[config.mk]
export PLATFORM = sky130hd
export DESIGN_NAME = srt_ctrl
export DESIGN_NICKNAME = d
export VERILOG_FILES = /design/src/srt_pkg.sv /design/src/srt_ctrl.sv
export SDC_FILE = /design/constraint.sdc
export NUM_CORES = 1
export LEC_CHECK = 0
export BUFFER_PORTS_ARGS = -buffer_cell sky130_fd_sc_hd__buf_2
export CAP_MARGIN = 30
export CORE_AREA = 4 4 453 455
export DETAILED_ROUTE_END_ITERATION = 8
export DIE_AREA = 0 0 457 459
export PLACE_DENSITY = 0.37
export SLEW_MARGIN = 20
export SYNTH_ARGS = -nofsm -noshare
export SYNTH_HDL_FRONTEND = slang
export SYNTH_SLANG_ARGS = --single-unit
[constraint.sdc]
create_clock -name clock -period 11.6 [get_ports clock]
set_input_delay 1.16 -clock clock [delete_from_list [all_inputs] [get_ports clock]]
set_output_delay 1.16 -clock clock [all_outputs]
set_load 0.02 [all_outputs]
[src/srt_pkg.sv]
`timescale 1ns / 1ps
// ----------------------------------------------------------------------------
// srt_pkg
// Shared types and constants for the sorted record table.
// ----------------------------------------------------------------------------
package srt_pkg;

   localparam int ID_W         = 31;
   localparam int NAME_W       = 64;
   localparam int LETTER_W     = 8;
   localparam int DEF_CAPACITY = 16;

   typedef enum logic [1:0] {
      FUNC_APPEND = 2'd0,
      FUNC_BY_ID  = 2'd1,
      FUNC_BY_LTR = 2'd2,
      FUNC_REMOVE = 2'd3
   } func_type;

   typedef enum logic [1:0] {
      STS_DONE    = 2'd0,
      STS_FULL    = 2'd1,
      STS_MISSING = 2'd2
   } status_type;

   typedef enum logic [1:0] {
      OP_HOLD   = 2'd0,
      OP_INSERT = 2'd1,
      OP_REMOVE = 2'd2,
      OP_ROTATE = 2'd3
   } cell_op_type;

   typedef struct packed {
      logic [ID_W-1:0]   id;
      logic [NAME_W-1:0] name0;
      logic [NAME_W-1:0] name1;
      logic [NAME_W-1:0] name2;
      logic [NAME_W-1:0] name3;
   } rec_type;

   typedef struct packed {
      cell_op_type op;
      func_type    func;
      rec_type     word;
   } ctrl_type;

endpackage

[src/srt_ctrl.sv]
`timescale 1ns / 1ps
// ----------------------------------------------------------------------------
// srt_ctrl
// Sequencer: takes a command word, runs the update step on the cell row,
// then rotates the row once around and sends the table out from the head.
// ----------------------------------------------------------------------------
module srt_ctrl #(
   parameter int CAPACITY = srt_pkg::DEF_CAPACITY,
   parameter int CNT_W    = $clog2(CAPACITY + 1)
) (
   input  logic                     clock,
   input  logic                     reset,
   input  logic                     start,
   output logic                     busy,
   input  logic [1:0]               req_func,
   input  logic [srt_pkg::ID_W-1:0] req_id,
   input  logic [srt_pkg::NAME_W-1:0] req_name_word0,
   input  logic [srt_pkg::NAME_W-1:0] req_name_word1,
   input  logic [srt_pkg::NAME_W-1:0] req_name_word2,
   input  logic [srt_pkg::NAME_W-1:0] req_name_word3,
   output srt_pkg::ctrl_type        ctrl,
   output logic [CNT_W-1:0]         count,
   input  logic                     hit_any,
   input  srt_pkg::rec_type         head_rec,
   output logic                     rsp_strobe,
   output logic [1:0]               rsp_status,
   output logic [CNT_W-1:0]         rsp_count,
   output logic                     rsp_entry_valid,
   output srt_pkg::rec_type         rsp_entry,
   output logic                     rsp_last
);
   import srt_pkg::*;

   typedef enum logic [2:0] {
      ST_IDLE = 3'b001,
      ST_OPER = 3'b010,
      ST_EMIT = 3'b100
   } state_type;

   state_type        state_ff, state_in;
   logic [CNT_W-1:0] count_ff, count_in;
   logic [CNT_W-1:0] step_ff, step_in;
   status_type       status_ff, status_in;
   func_type         func_ff;
   rec_type          req_ff;
   logic             accept;
   logic             full;
   logic             emit;
   logic             step_done;

   logic             strobe_ff, strobe_in;
   logic             last_ff, last_in;
   logic             evalid_ff, evalid_in;
   rec_type          entry_ff, entry_in;

   assign accept    = start && (state_ff == ST_IDLE);
   assign busy      = state_ff != ST_IDLE;
   assign full      = count_ff == CNT_W'(CAPACITY);
   assign step_done = step_ff == CNT_W'(CAPACITY - 1);
   assign emit      = (step_ff < count_ff) ||
                      ((count_ff == '0) && (step_ff == '0));

   always_comb begin
      ctrl.func = func_ff;
      ctrl.word = req_ff;
      case (state_ff)
         ST_OPER: begin
            if (func_ff == FUNC_REMOVE) ctrl.op = OP_REMOVE;
            else if (full) ctrl.op = OP_HOLD;
            else ctrl.op = OP_INSERT;
         end
         ST_EMIT: ctrl.op = OP_ROTATE;
         default: ctrl.op = OP_HOLD;
      endcase
   end

   always_comb begin
      state_in  = state_ff;
      count_in  = count_ff;
      step_in   = step_ff;
      status_in = status_ff;
      case (state_ff)
         ST_IDLE: begin
            if (accept) state_in = ST_OPER;
         end
         ST_OPER: begin
            step_in  = '0;
            state_in = ST_EMIT;
            if (func_ff == FUNC_REMOVE) begin
               if (hit_any) begin
                  status_in = STS_DONE;
                  count_in  = count_ff - 1'b1;
               end else begin
                  status_in = STS_MISSING;
               end
            end else if (full) begin
               status_in = STS_FULL;
            end else begin
               status_in = STS_DONE;
               count_in  = count_ff + 1'b1;
            end
         end
         ST_EMIT: begin
            step_in = step_ff + 1'b1;
            if (step_done) state_in = ST_IDLE;
         end
         default: state_in = ST_IDLE;
      endcase
   end

   always_comb begin
      strobe_in = (state_ff == ST_EMIT) && emit;
      evalid_in = count_ff != '0;
      last_in   = (count_ff == '0) || (step_ff == count_ff - 1'b1);
      entry_in  = evalid_in ? head_rec : '0;
   end

   always_ff @(posedge clock) begin
      if (reset) begin
         state_ff  <= ST_IDLE;
         count_ff  <= '0;
         step_ff   <= '0;
         status_ff <= STS_DONE;
         strobe_ff <= 1'b0;
      end else begin
         state_ff  <= state_in;
         count_ff  <= count_in;
         step_ff   <= step_in;
         status_ff <= status_in;
         strobe_ff <= strobe_in;
      end
   end

   always_ff @(posedge clock) begin
      if (accept) begin
         func_ff      <= func_type'(req_func);
         req_ff.id    <= req_id;
         req_ff.name0 <= req_name_word0;
         req_ff.name1 <= req_name_word1;
         req_ff.name2 <= req_name_word2;
         req_ff.name3 <= req_name_word3;
      end
      last_ff   <= last_in;
      evalid_ff <= evalid_in;
      entry_ff  <= entry_in;
   end

   assign count           = count_ff;
   assign rsp_strobe      = strobe_ff;
   assign rsp_status      = status_ff;
   assign rsp_count       = count_ff;
   assign rsp_entry_valid = evalid_ff;
   assign rsp_entry       = entry_ff;
   assign rsp_last        = last_ff;

   a_count_bound: assert property (@(posedge clock) disable iff (reset)
      count_ff <= CNT_W'(CAPACITY))
      else $error("record count above capacity");

   a_strobe_from_emit: assert property (@(posedge clock) disable iff (reset)
      strobe_in |-> state_ff == ST_EMIT)
      else $error("result word outside emit phase");

   a_last_ends_burst: assert property (@(posedge clock) disable iff (reset)
      (strobe_ff && last_ff) |=> !strobe_ff)
      else $error("result word after last");

   a_accept_to_oper: assert property (@(posedge clock) disable iff (reset)
      accept |=> state_ff == ST_OPER)
      else $error("accepted command not executed");

   a_refused_keeps_count: assert property (@(posedge clock) disable iff (reset)
      (state_ff == ST_OPER && ctrl.op == OP_HOLD) |=> $stable(count_ff))
      else $error("refused insert changed count");

endmodule

==> results.md <==
- Combinational cells account for roughly 9.7% of the total power.
- The fraction of final layout cells with drive strength greater than 1 is between 50% and 60%.
- The total negative setup slack is 0 ps.
- The buffer levels on the longest clock path is 3.
- In this run switching power makes up between 20% and 30% of total power.
- The worst slew margin relative to its limit is about a third.
- The internal power is 3.93 mW.
- In the layout the commonest cells are 1,173 x sky130_fd_sc_hd__buf_2, 305 x sky130_fd_sc_hd__dfxtp_1, 289 x sky130_fd_sc_hd__edfxtp_1.
- Counting every sink on the clock net gives between 500 and 600.
- The clock tree root driver cell is sky130_fd_sc_hd__clkbuf_16.
- The register area share after synthesis is between 80% and 90%.
- The max-capacitance violation count is 0.
- The number of setup buffers added after CTS is 0.
- The reported net switching power is 1.44 mW.
- The leading cell type in the layout, fill and taps excluded is sky130_fd_sc_hd__buf_2.
- The clock tree synthesis step divided the H-tree into 3 levels.
- The number of endpoints with negative hold slack in the final report is 0.
- The post-route clock skew is approximately 34 ps.
- The number of clock buffers added by TritonCTS is 76.
- The number of filler cells placed in the layout is 22,800.
- Ranked by total cell area, the synthesized netlist is headed by sky130_fd_sc_hd__edfxtp_1 49%, sky130_fd_sc_hd__dfxtp_1 35%, sky130_fd_sc_hd__and2_1 10%.
- The worst setup path is of the reg -> out kind.
- The total die area is around 0.21 sq mm.
- The dominant cell type by area after synthesis is sky130_fd_sc_hd__edfxtp_1.
- The floorplan step set the die height to between 400 and 500 microns.
- OpenSTA, run right after detailed placement, puts the worst setup slack at roughly 7400 ps.
- Timing would allow up to about 300 MHz.
- The gate count after technology mapping is around 1,100.
- The first TritonRoute pass finished after 5 iterations.
- In this run the biggest area consumer among cell types represents between 40% and 50% of the synthesized area.
- The time the final worst path needs with I/O delays and setup is 3380 ps.
- Of all flip-flops after synthesis, the portion carrying an async set or reset was 0%.
- The clock-pin transition on the worst setup and hold timing paths is around 50 ps.
- Dividing the detail-routed wire length by the instance count gives roughly 23 microns.
- Data on the critical path arrives at its endpoint at around 2200 ps.
- The max-slew violation total from the final report came to 0.
- The net count of the finished layout is between 2,000 and 3,000.
- The TritonCTS clock tree is built.
- The standard-cell row count is 165.
- The number of nets with antenna violations after routing is 0.
- The static leakage is 12.7 nW.
- The synthesis-to-layout area growth is 66.6%.
- The count of flip-flops with a built-in enable after synthesis is approximately 290.
- A synthesized cell averages 16.7 sq um.
- The clock network burns ~46% of the power.
- The kind of path behind the tightest hold check is reg -> reg.
- Of the total power, registers draw ~45%.
- The global-route wire length before repair is between 100,000 and 150,000 microns.
- The number of global-route vias before repair was 14,100.
- In the post-route analysis, the smallest setup slack over all paths is just over 8000 ps.
- The share of the clock period used by the worst path is about 29%.
- IR analysis of the VDD net gives a maximum drop of 0.000106 V.
- The number of antenna violations at the first check in global routing is 89.
- Along the worst path, the maximum fanout reaches 7.
- The total area inside the core boundary comes to around 0.20 sq mm.
- In the routed design, unresolved DRC markers number 0.
- The detailed router finished its first iteration with about 900 violations.
- For the worst-skew pair, the clock arrives at the later sink with an insertion delay of 680 ps.
- For this run, the total global-route usage over all layers was measured as about 10%.
- The final route contains approximately 14,000 vias.
- The data required time at the worst endpoint is around 10,000 ps.
- The aggregate global routing overflow is 0.
- The wire length after detailed routing is ~110,000 microns.
- The cell area after synthesis is 0.0176 sq mm.
- The flow ran to the end, and the final reports show no timing, DRC or antenna violations.
- Counting distinct cell types in the post-synthesis netlist gives 46.
- The count of yosys warnings during synthesis is 0.
- Setup violations remaining at the end of the flow were counted as 0.
- Buffers inserted to repair hold after CTS numbered 0.
- The number of synthesized register bits is between 500 and 600.
- The power per cell area is approximately 180 mW/mm^2.
- In this run the horizontal extent of the chip is approximately 460 microns.
- Entering global routing, the biggest net connects roughly 140 pins.
- The slew at the pin closest to its max-slew limit is a little under 1000 ps.
- The initial utilization of the core area, before any placement, comes to 8.75%.
- The average vias per placed instance is 2.72.
- After clock tree synthesis, the repair step resized 0 gates.
- The placer congestion estimate is ~0.82.
- The number of primary I/O pins is between 1,000 and 1,500.
- Setup repair after global routing left no endpoint under its margin.
- The number of buffers added on ports is 1,173.
- The nature of the critical path endpoint is a primary output.
- The most used flip-flop cell after synthesis is sky130_fd_sc_hd__dfxtp_1.
- The HPWL reported at the end of detailed placement is between 90,000 and 100,000 microns.
- The number of nets in the synthesized netlist is around 1,600.
- STA classifies the critical path startpoint as a flip-flop.
## final cells by class
| type | count | area (sq um) | share of cell area, % |
|---|---|---|---|
| flip-flops and latches | 594 | 14800 | 50.4 |
| inverters | 11 | 41.3 | 0.141 |
| well taps | 2672 | 3340 | 11.4 |
| diodes | 23 | 57.6 | 0.196 |
| multi-input cells | 401 | 2590 | 8.83 |
| clock buffers | 103 | 2080 | 7.10 |
| repair buffers | 1180 | 5960 | 20.3 |
| clock inverters | 36 | 489 | 1.67 |
## per-layer routing
metal	track usage, %	share of wire (%)
met1	9.87	33
met2	19.1	52
met3	5.28	12
met4	3.28	2.8
met5	0	0.14
## state kept, by name (all words and copies together), names as in the netlist
| name | cells |
|---|---|
| rsp_entry | 287 |
| count | 5 |
| rsp_last | 1 |
| rsp_strobe | 1 |
| func_ff | 2 |
| state_ff | 3 |
| ctrl | 287 |
| step_ff | 5 |
| rsp_status | 2 |
| rsp_entry_valid | 1 |
## cells by family (layout without fill, tap and decap cells)
family          after synthesis  count (layout)  share of synthesized area (%)
compound gates               35              35                           1.24
xor+xnor                      7               7                          0.348
fa+ha+maj                    10              10                          0.710
buf+inv                      58            1330                           1.41
flops                       594             594                           83.9
mux                           6               6                          0.355
other cells                   0              23                              0
simple gates                343             343                           12.0
## stage by stage
stage	std cells	total power [mW]	util [%]	hold slack (ps)	instance area, sq um
3_5_place_dp	4858	2.98	13.3	487	26700
2_1_floorplan	1053	2.66	-	559	17600
3_3_place_gp	4857	2.98	13.3	485	26700
4_1_cts	4997	5.51	14.6	513	29300
6_report	5020	5.37	14.6	496	29400
5_1_grt	5010	5.61	14.6	557	29300
## critical path, cell delays in order (launching register included)
cell and delay, ps:
sky130_fd_sc_hd__dfxtp_1 450, sky130_fd_sc_hd__inv_1 110, sky130_fd_sc_hd__ha_1 300, sky130_fd_sc_hd__nand4bb_1 190
sky130_fd_sc_hd__nand3_1 100, sky130_fd_sc_hd__a21oi_1 190, sky130_fd_sc_hd__buf_2 200
## power by group through the flow
stage               clock network, mW  logic (mW)  registers [mW]
floorplan                           0      0.0809            2.58
global placement                    0       0.538            2.44
detailed placement                  0       0.540            2.44
CTS                              2.58       0.541            2.40
global route                     2.65       0.562            2.40
finish                           2.45       0.522            2.39
## path summary, 6_finish.rpt
path,endpoint,slack [ps],depth (start not counted),start
setup / recovery,ctrl[289],8220,6,count[0]
setup reg to reg,ctrl[214],8410,5,state_ff[1]
hold / removal,rsp_status[0],500,2,rsp_status[0]
hold reg to reg,rsp_status[0],500,2,rsp_status[0]
## cell usage after synthesis (5+ instances only)
cell type,count
sky130_fd_sc_hd__clkbuf_1,37
sky130_fd_sc_hd__nor2_1,15
sky130_fd_sc_hd__a21oi_1,12
sky130_fd_sc_hd__nand2_1,7
sky130_fd_sc_hd__inv_1,11
sky130_fd_sc_hd__edfxtp_1,289
sky130_fd_sc_hd__dfxtp_1,305
sky130_fd_sc_hd__xnor2_1,6
sky130_fd_sc_hd__and2_1,288
sky130_fd_sc_hd__o21ai_0,6
sky130_fd_sc_hd__ha_1,10
sky130_fd_sc_hd__buf_4,5
sky130_fd_sc_hd__nand2b_1,7
sky130_fd_sc_hd__nor2b_1,6
Power figures use the tool's default switching activity.
