--- src/srt_pkg.sv ---
`timescale 1ns / 1ps
// ----------------------------------------------------------------------------
// srt_pkg
// Shared types and constants for the sorted record table.
// ----------------------------------------------------------------------------
package srt_pkg;

   localparam int ID_W         = 31;
   localparam int NAME_W       = 64;
   localparam int LETTER_W     = 8;
   localparam int DEF_CAPACITY = 16;

   typedef enum logic [1:0] {
      FUNC_APPEND = 2'd0,
      FUNC_BY_ID  = 2'd1,
      FUNC_BY_LTR = 2'd2,
      FUNC_REMOVE = 2'd3
   } func_type;

   typedef enum logic [1:0] {
      STS_DONE    = 2'd0,
      STS_FULL    = 2'd1,
      STS_MISSING = 2'd2
   } status_type;

   typedef enum logic [1:0] {
      OP_HOLD   = 2'd0,
      OP_INSERT = 2'd1,
      OP_REMOVE = 2'd2,
      OP_ROTATE = 2'd3
   } cell_op_type;

   typedef struct packed {
      logic [ID_W-1:0]   id;
      logic [NAME_W-1:0] name0;
      logic [NAME_W-1:0] name1;
      logic [NAME_W-1:0] name2;
      logic [NAME_W-1:0] name3;
   } rec_type;

   typedef struct packed {
      cell_op_type op;
      func_type    func;
      rec_type     word;
   } ctrl_type;

endpackage

--- src/srt_cell.sv ---
`timescale 1ns / 1ps
// ----------------------------------------------------------------------------
// srt_cell
// One table slot: holds a record, matches it against the request word and
// takes its own record, its left or its right neighbor's record, or the request word.
// ----------------------------------------------------------------------------
module srt_cell #(
   parameter int CAPACITY = srt_pkg::DEF_CAPACITY,
   parameter int IDX      = 0,
   parameter int CNT_W    = $clog2(CAPACITY + 1)
) (
   input  logic              clock,
   input  srt_pkg::ctrl_type ctrl,
   input  logic [CNT_W-1:0]  count,
   input  srt_pkg::rec_type  prev_rec,
   input  srt_pkg::rec_type  next_rec,
   input  logic              hit_prev,
   output logic              hit_out,
   output srt_pkg::rec_type  rec_out
);
   import srt_pkg::*;

   rec_type rec_ff;
   rec_type rec_in;
   logic    occupied;
   logic    hit;

   assign occupied = CNT_W'(IDX) < count;

   always_comb begin
      case (ctrl.func)
         FUNC_APPEND: hit = !occupied;
         FUNC_BY_ID:  hit = !occupied || (rec_ff.id >= ctrl.word.id);
         FUNC_BY_LTR: hit = !occupied ||
                            (rec_ff.name0[LETTER_W-1:0] > ctrl.word.name0[LETTER_W-1:0]);
         FUNC_REMOVE: hit = occupied && (rec_ff.id == ctrl.word.id);
         default:     hit = 1'b0;
      endcase
   end

   assign hit_out = hit_prev || hit;

   always_comb begin
      rec_in = rec_ff;
      case (ctrl.op)
         OP_INSERT: begin
            if (hit_prev) rec_in = prev_rec;
            else if (hit) rec_in = ctrl.word;
         end
         OP_REMOVE: begin
            if (hit_prev || hit) rec_in = next_rec;
         end
         OP_ROTATE: rec_in = next_rec;
         default:   rec_in = rec_ff;
      endcase
   end

   always_ff @(posedge clock) begin
      rec_ff <= rec_in;
   end

   assign rec_out = rec_ff;

endmodule

--- config.mk ---
export PLATFORM = sky130hd
export DESIGN_NAME = srt_cell
export DESIGN_NICKNAME = d
export VERILOG_FILES = /design/src/srt_pkg.sv /design/src/srt_cell.sv
export SDC_FILE = /design/constraint.sdc
export NUM_CORES = 1
export LEC_CHECK = 0
export BUFFER_PORTS_ARGS = -buffer_cell sky130_fd_sc_hd__buf_2
export CORE_AREA = 2 2 453 455
export DETAILED_ROUTE_END_ITERATION = 8
export DIE_AREA = 0 0 455 457
export GPL_TIMING_DRIVEN = 0
export PLACE_DENSITY = 0.3
export SLEW_MARGIN = 10
export SYNTH_ARGS = -nofsm -noshare
export SYNTH_HDL_FRONTEND = slang
export SYNTH_SLANG_ARGS = --single-unit
--- constraint.sdc ---
create_clock -name clock -period 11.45 [get_ports clock]
set_clock_uncertainty 0.05 [all_clocks]
set_input_delay 0.5725 -clock clock [delete_from_list [all_inputs] [get_ports clock]]
set_output_delay 0.5725 -clock clock [all_outputs]
set_load 0.02 [all_outputs]
==> flow_summary.ini, run 1 <==
[placement]
portBuffers = 1157
finalWeightedCongestion = 0.949
pre_cts_slack_ns = 6.70
hpwl_mm = 138

[clocking]
clkLatencyLatePin_ns = 0.65
hold_buffers = 0
cts_sinks = 287
cts-resized-gates = 0
clockBufferDepth = 3
cts_max_level = 2
cts_tree = done
cts_made_buffers = 49
root_buffer = clkbuf_16
clk_pin_slew_ns = 0.06
cts_setup_buffers = 0

[route]
via_count = 16800
first_iter_violations = 927
vias_per_cell = 3.13
route.detailed.drc = 0
wl_per_cell_microns = 29.0
drt_wl_total_mm = 156
dr.pass1.iters = 5
ant_nets = 0

[pwr]
p_per_area_nw_per_um2 = 155
p_sw_w = 0.00143
clock_power_share = 0.416
p_int_w = 0.00274
p_leak_nw = 12.1
total_power_w = 0.00417
comb_power_share = 0.249
switching_share = 0.343
vdd_drop_max_mv = 0.110
seq_power_share = 0.335

[timing]
hold_ws_ns = 0.138
relSlewSlack = 0.205
final-hold-violation-count = 0
slew_viol_final = 0
tightest_slew_ns = 1.18
finalCritPeriodShare = 0.389
setup_viol = 0
period_minus_slack_ns = 4.45
layout_setup_ws_ns = 7.00
rsz0062_at_grt = no
fmax_ghz = 0.224

[synth]
synth_top_flop_cell = edfxtp_1
synth_seq_cells = 287
synthArstFlopShare = 0
yosys_warnings = 0
synth_edf_count = 287
syn-num-nets = 2315
synth_area_sq_um = 15500
postSynthAreaPerCell_sq_um = 11.1
ys_types = 37
seq_area_frac_synth = 0.554
syn_inst = 1401

[floorplanning]
coreArea_sq_um = 203000
rows = 166
start_util = 0.0765
die_h_microns = 457
dieArea_sq_um = 208000
dieWidth_microns = 455
boundaryPins = 1160

[final_layout]
drive_gt1_frac = 0.484
final_common_cell = buf_2
largest_reg_flops = 287
syn2layout_area_growth_pct = 72.9
final_nets = 3539
fill_cells = 23400
final_cell_mix = 1181 x buf_2, 296 x nand2_1, 288 x o21ai_0

[setup_path]
required_ns = 11.76
worstPathArrival_ns = 4.77
path_class = flip-flop to flip-flop
r2r_start = rec_out[276]$_DFFE_PP_
critPathSlowestCell = nor4_2
rr_worst_depth = 14
critPathLaunchType = flip-flop
worstReg2RegEnd = rec_out[76]$_DFFE_PP_
regToRegSetupSlack_ns = 7.00
cpMostUsedCell = buf_12
path_cells = ha_1 > nand4_1 > nor4_2 > a41oi_1 > a31oi_1 > a311oi_1 > a21oi_1 > a311o_2 > buf_12 > buf_12 > buf_12 > buf_12 > buf_12 > buf_12
cp_max_fo = 28
slowest_delay_ns = 0.61
worstSetupEndpointType = flip-flop

[worst_hold_path]
min_path_type = primary input to flip-flop
hold_start = next_rec[143]
hold_depth = 3
min_to = rec_out[143]$_DFFE_PP_

[global_routing]
grt_max_degree = 31
grt_pass1_vias = 17400
grt_pass1_wl_mm = 191
grt_use_total = 0.144
grt-ovfl-total = 0
antenna_found_initial = 94

[job]
maxCapViolCount = 0

[run_status]
status = complete, no violations
[synthesized netlist by cell type, types with 2 or more instances]
cell type / instances / area share
inv_1: 42 / 0.010
a21o_1: 4 / 0.0019
nand2_1: 296 / 0.071
o21ai_1: 2 / 0.00064
mux2i_1: 287 / 0.18
o31ai_1: 2 / 0.00097
ha_1: 42 / 0.034
nand4_1: 9 / 0.0036
nor2_1: 4 / 0.00097
a21oi_1: 12 / 0.0039
o21ai_0: 292 / 0.094
nand2b_1: 2 / 0.00080
nor2b_1: 2 / 0.00080
nor4_2: 2 / 0.0016
edfxtp_1: 287 / 0.55
buf_1: 7 / 0.0017
buf_2: 24 / 0.0077
clkbuf_1: 65 / 0.016
a211oi_1: 2 / 0.00097
[per-layer routing]
metal  vias to the layer above  share of wire  global-route usage
met1                      8054           0.38               0.159
met2                       924           0.49               0.250
met5                         -         0.0016                   0
met3                       205           0.11              0.0620
met4                        40          0.026              0.0383
li1                       7621              -                   -
[metrics by stage]
| stage | std cells | util | setup TNS, ns | cell area (sq um) |
|---|---|---|---|---|
| after floorplan | 1401 | - | 0 | 15500 |
| after global placement | 5246 | 0.121 | -1686.74 | 24700 |
| after detailed placement | 5262 | 0.123 | 0 | 25000 |
| after CTS | 5354 | 0.132 | 0 | 26800 |
| after global routing | 5363 | 0.132 | 0 | 26800 |
| final | 5379 | 0.132 | 0 | 26900 |
[critical path, delay by kind of cell, from the launching register on]
kind	cells	cell delay [ns]
buffers and inverters	6	1.31
adder cells (fa/ha/maj)	1	0.38
AND/OR/NAND/NOR	2	0.79
flip-flops	1	0.56
AO/OA/AOI/OAI	5	0.94
[worst max path at each step]
stage / startpoint / to / depth (start not counted)
CTS: rec_out[276]$_DFFE_PP_ / rec_out[83]$_DFFE_PP_ / 14
finish: rec_out[276]$_DFFE_PP_ / rec_out[76]$_DFFE_PP_ / 14
floorplan: ctrl[278] / rec_out[0]$_DFFE_PP_ / 9
global route: rec_out[276]$_DFFE_PP_ / rec_out[77]$_DFFE_PP_ / 14
global placement: ctrl[278] / rec_out[105]$_DFFE_PP_ / 10
detailed placement: ctrl[276] / rec_out[118]$_DFFE_PP_ / 16
[cell families (layout without fill, tap and decap cells)]
family | Yosys count | count (layout) | share of synthesized area
compound gates | 323 | 323 | 0.108
simple gates | 323 | 323 | 0.0830
mux | 287 | 287 | 0.185
flops | 287 | 287 | 0.554
buf+inv | 138 | 1403 | 0.0353
fa+ha+maj | 43 | 43 | 0.0344
other cells | 0 | 25 | 0
[cell type report]
class                   instances  area [sq um]  area share
plain buffers                  96           397      0.0148
flip-flops and latches        287          8620       0.321
diodes                         25          62.6     0.00233
multi-input cells             976          6380       0.237
clock inverters                34           489      0.0182
well taps                    2688          3360       0.125
repair buffers               1173          6110       0.227
inverters                      42           158     0.00587
clock buffers                  58          1300      0.0485
[power groups by stage]
| stage | Sequential, W | Clock (W) | Combinational, W |
|---|---|---|---|
| 2_1_floorplan | 0.00160 | 0 | 0.000234 |
| 4_1_cts | 0.00140 | 0.00184 | 0.00108 |
| 3_5_place_dp | 0.00142 | 0 | 0.00108 |
| 6_report | 0.00139 | 0.00174 | 0.00104 |
| 5_1_grt | 0.00141 | 0.00186 | 0.00112 |
| 3_3_place_gp | 0.00149 | 0 | 0.00105 |
No activity file was read; power rests on OpenSTA's default activity.
==> run 2, diff against run 1 <==
- ABC_AREA: not set -> 1
- CORE_AREA: 2 2 453 455 -> 2 2 452 454
- DIE_AREA: 0 0 455 457 -> 0 0 454 456
- clock period: 11.45 -> 4 ns (I/O delays scaled with it)
==> run 2 against run 1 <==
Compared with the run above: final cell count grew 17%; register-to-register slack lost 6.6 ns; clock power grew to 2.6 times the previous value; total power grew to 2.8 times the previous value; critical endpoint is now rec_out[57]$_DFFE_PP_; largest cell class is now buffers.
==> flow_summary.ini, run 2 <==
[floorplanning]
boundaryPins = 1160
dieArea_sq_um = 207000
rows = 165
dieWidth_microns = 454
start_util = 0.0767
die_h_microns = 456
coreArea_sq_um = 202000

[setup_path]
required_ns = 4.25
worstPathArrival_ns = 3.90
cp_max_fo = 60
path_class = flip-flop to flip-flop
worstSetupEndpointType = flip-flop
critPathLaunchType = flip-flop

[global_routing]
grt_pass1_wl_mm = 206
grt_max_degree = 32
grt_use_total = 0.150
antenna_found_initial = 35
grt_pass1_vias = 21500
grt-ovfl-total = 0

[synth]
synth_seq_cells = 287
postSynthAreaPerCell_sq_um = 8.69
synth_top_flop_cell = edfxtp_1
syn-num-nets = 2693
synth_top_cell_by_area = edfxtp_1
synthTopCellsByArea = edfxtp_1 56%, a21oi_1 19%, nand2_1 8.3%
post-synth-top-area-fraction = 0.557
yosys_warnings = 0
synth_edf_count = 287
synth_common_cells = 588 x a21oi_1, 344 x nand2_1, 297 x nor2_1
ys_types = 26
synthMostInstantiatedCell = a21oi_1
seq_area_frac_synth = 0.557
synthArstFlopShare = 0
syn_inst = 1779
synth_area_sq_um = 15500

[clocking]
root_buffer = clkbuf_16
clkLatencyLatePin_ns = 0.67
clockBufferDepth = 3
cts_sinks = 287
clk_pin_slew_ns = 0.05
cts_max_level = 2
cts_tree = done
cts_made_buffers = 50

[route]
route.detailed.drc = 0
drt_wl_total_mm = 162
dr.pass1.iters = 6
vias_per_cell = 3.36
via_count = 21100
ant_nets = 0
wl_per_cell_microns = 25.8
first_iter_violations = 1269

[run_status]
status = complete, no violations

[timing]
relSlewSlack = 0.303
period_minus_slack_ns = 3.65
hold_ws_ns = 0.0556
setup_viol = 0
final-hold-violation-count = 0
finalCritPeriodShare = 0.912
fmax_ghz = 0.274
slew_viol_final = 0
rsz0062_at_grt = no
tightest_slew_ns = 1.05

[final_layout]
final_nets = 4463
final_common_cell = buf_2
syn2layout_area_growth_pct = 107
register_area_sq_um = 8620
layoutNonFillerInstCount = 6272
largest_reg_flops = 287
drive_gt1_frac = 0.359
multiInputGateArea_sq_um = 6160
final_cell_mix = 1179 x buf_2, 587 x a21oi_1, 548 x dlygate4sd3_1
fill_cells = 23200

[placement]
dp.cells = 5621
portBuffers = 1158
hpwl_mm = 138
finalWeightedCongestion = 0.950

[pwr]
p_per_area_nw_per_um2 = 365
p_leak_nw = 13.6
vdd_drop_max_mv = 0.279
clock_power_share = 0.382
p_int_w = 0.00765
p_sw_w = 0.00403
seq_power_share = 0.333
switching_share = 0.345
comb_power_share = 0.284
total_power_w = 0.0117

[job]
maxCapViolCount = 0

[worst_hold_path]
min_path_type = primary input to flip-flop
-- run 2: changes by cell type after synthesis, sizes merged, moves of 22 or more --
| cell | delta |
|---|---|
| nand2 | +52 |
| nor2 | +295 |
| clkbuf | +22 |
| mux2i | -287 |
| o21ai | -294 |
| inv | +23 |
| a21oi | +576 |
-- run 2: final timing paths --
path	cells past startpoint	start	slack [ns]	end
worst max-delay path	21	rec_out[260]$_DFFE_PP_	0.35	rec_out[57]$_DFFE_PP_
worst min-delay path	3	ctrl[205]	0.06	rec_out[205]$_DFFE_PP_
worst max register to register	21	rec_out[260]$_DFFE_PP_	0.35	rec_out[57]$_DFFE_PP_
worst min register to register	14	rec_out[195]$_DFFE_PP_	1.56	rec_out[272]$_DFFE_PP_
-- run 2: worst max-delay path, cell delays in order, from the launching register on --
cell	delay, ns
edfxtp_1	0.41
ha_1	0.41
nand2_1	0.07
nand2_1	0.16
a21oi_1	0.09
nand2_1	0.12
nand2_1	0.07
nand2_1	0.11
nand2_1	0.06
nand3_1	0.09
nand2_1	0.06
nand2_1	0.06
nand2_1	0.05
nand2_1	0.05
nand2_1	0.06
nand3_1	0.06
nand2_1	0.08
clkinvlp_4	0.10
buf_12	0.20
buf_12	0.23
buf_12	0.23
buf_16	0.32
-- run 2: area by class of cell --
| cell class | count | area share |
|---|---|---|
| Antenna cell | 14 | 0.00109 |
| Buffer | 126 | 0.0164 |
| Clock buffer | 58 | 0.0407 |
| Clock inverter | 31 | 0.00867 |
| Inverter | 65 | 0.00774 |
| Multi-Input combinational cell | 1301 | 0.193 |
| Sequential cell | 287 | 0.269 |
| Tap cell | 2672 | 0.104 |
| Timing Repair Buffer | 1718 | 0.359 |
-- run 2: cells by family after synthesis --
group,count (synthesis),share of synthesized area
buf+inv,191,0.0493
simple gates,665,0.166
fa+ha+maj,42,0.0340
flops,287,0.557
compound gates,594,0.193
-- run 2: what timing repair did --
action	in CTS	in global routing
endpoints found under the hold margin	277	0
setup endpoints to repair	60	30
hold buffers	548	0
gates resized for setup	0	1
cloned	0	0
buffers inserted	1	0
-- run 2: power by group through the flow --
stage,clock network (W),logic (W),registers (W)
floorplan,0,0.000706,0.00431
global placement,0,0.00280,0.00406
detailed placement,0,0.00285,0.00396
CTS,0.00472,0.00342,0.00390
global route,0.00479,0.00357,0.00392
finish,0.00446,0.00332,0.00389
-- run 2: per-layer routing --
metal  part of all wire  track usage
met3              0.065       0.0357
met2               0.52        0.279
met5            0.00018            0
met4              0.036       0.0509
met1               0.38        0.164
-- run 2: per-stage QoR --
stage | TNS, ns | setup WS [ns] | utilization | instance area (sq um)
floorplan | -688.74 | -2.40 | - | 15500
global placement | -2084.04 | -7.35 | 0.122 | 24700
detailed placement | -7.46 | -0.251 | 0.124 | 24900
CTS | 0 | 0.0874 | 0.159 | 32000
global route | 0 | 0.0767 | 0.159 | 32000
finish | 0 | 0.351 | 0.159 | 32000
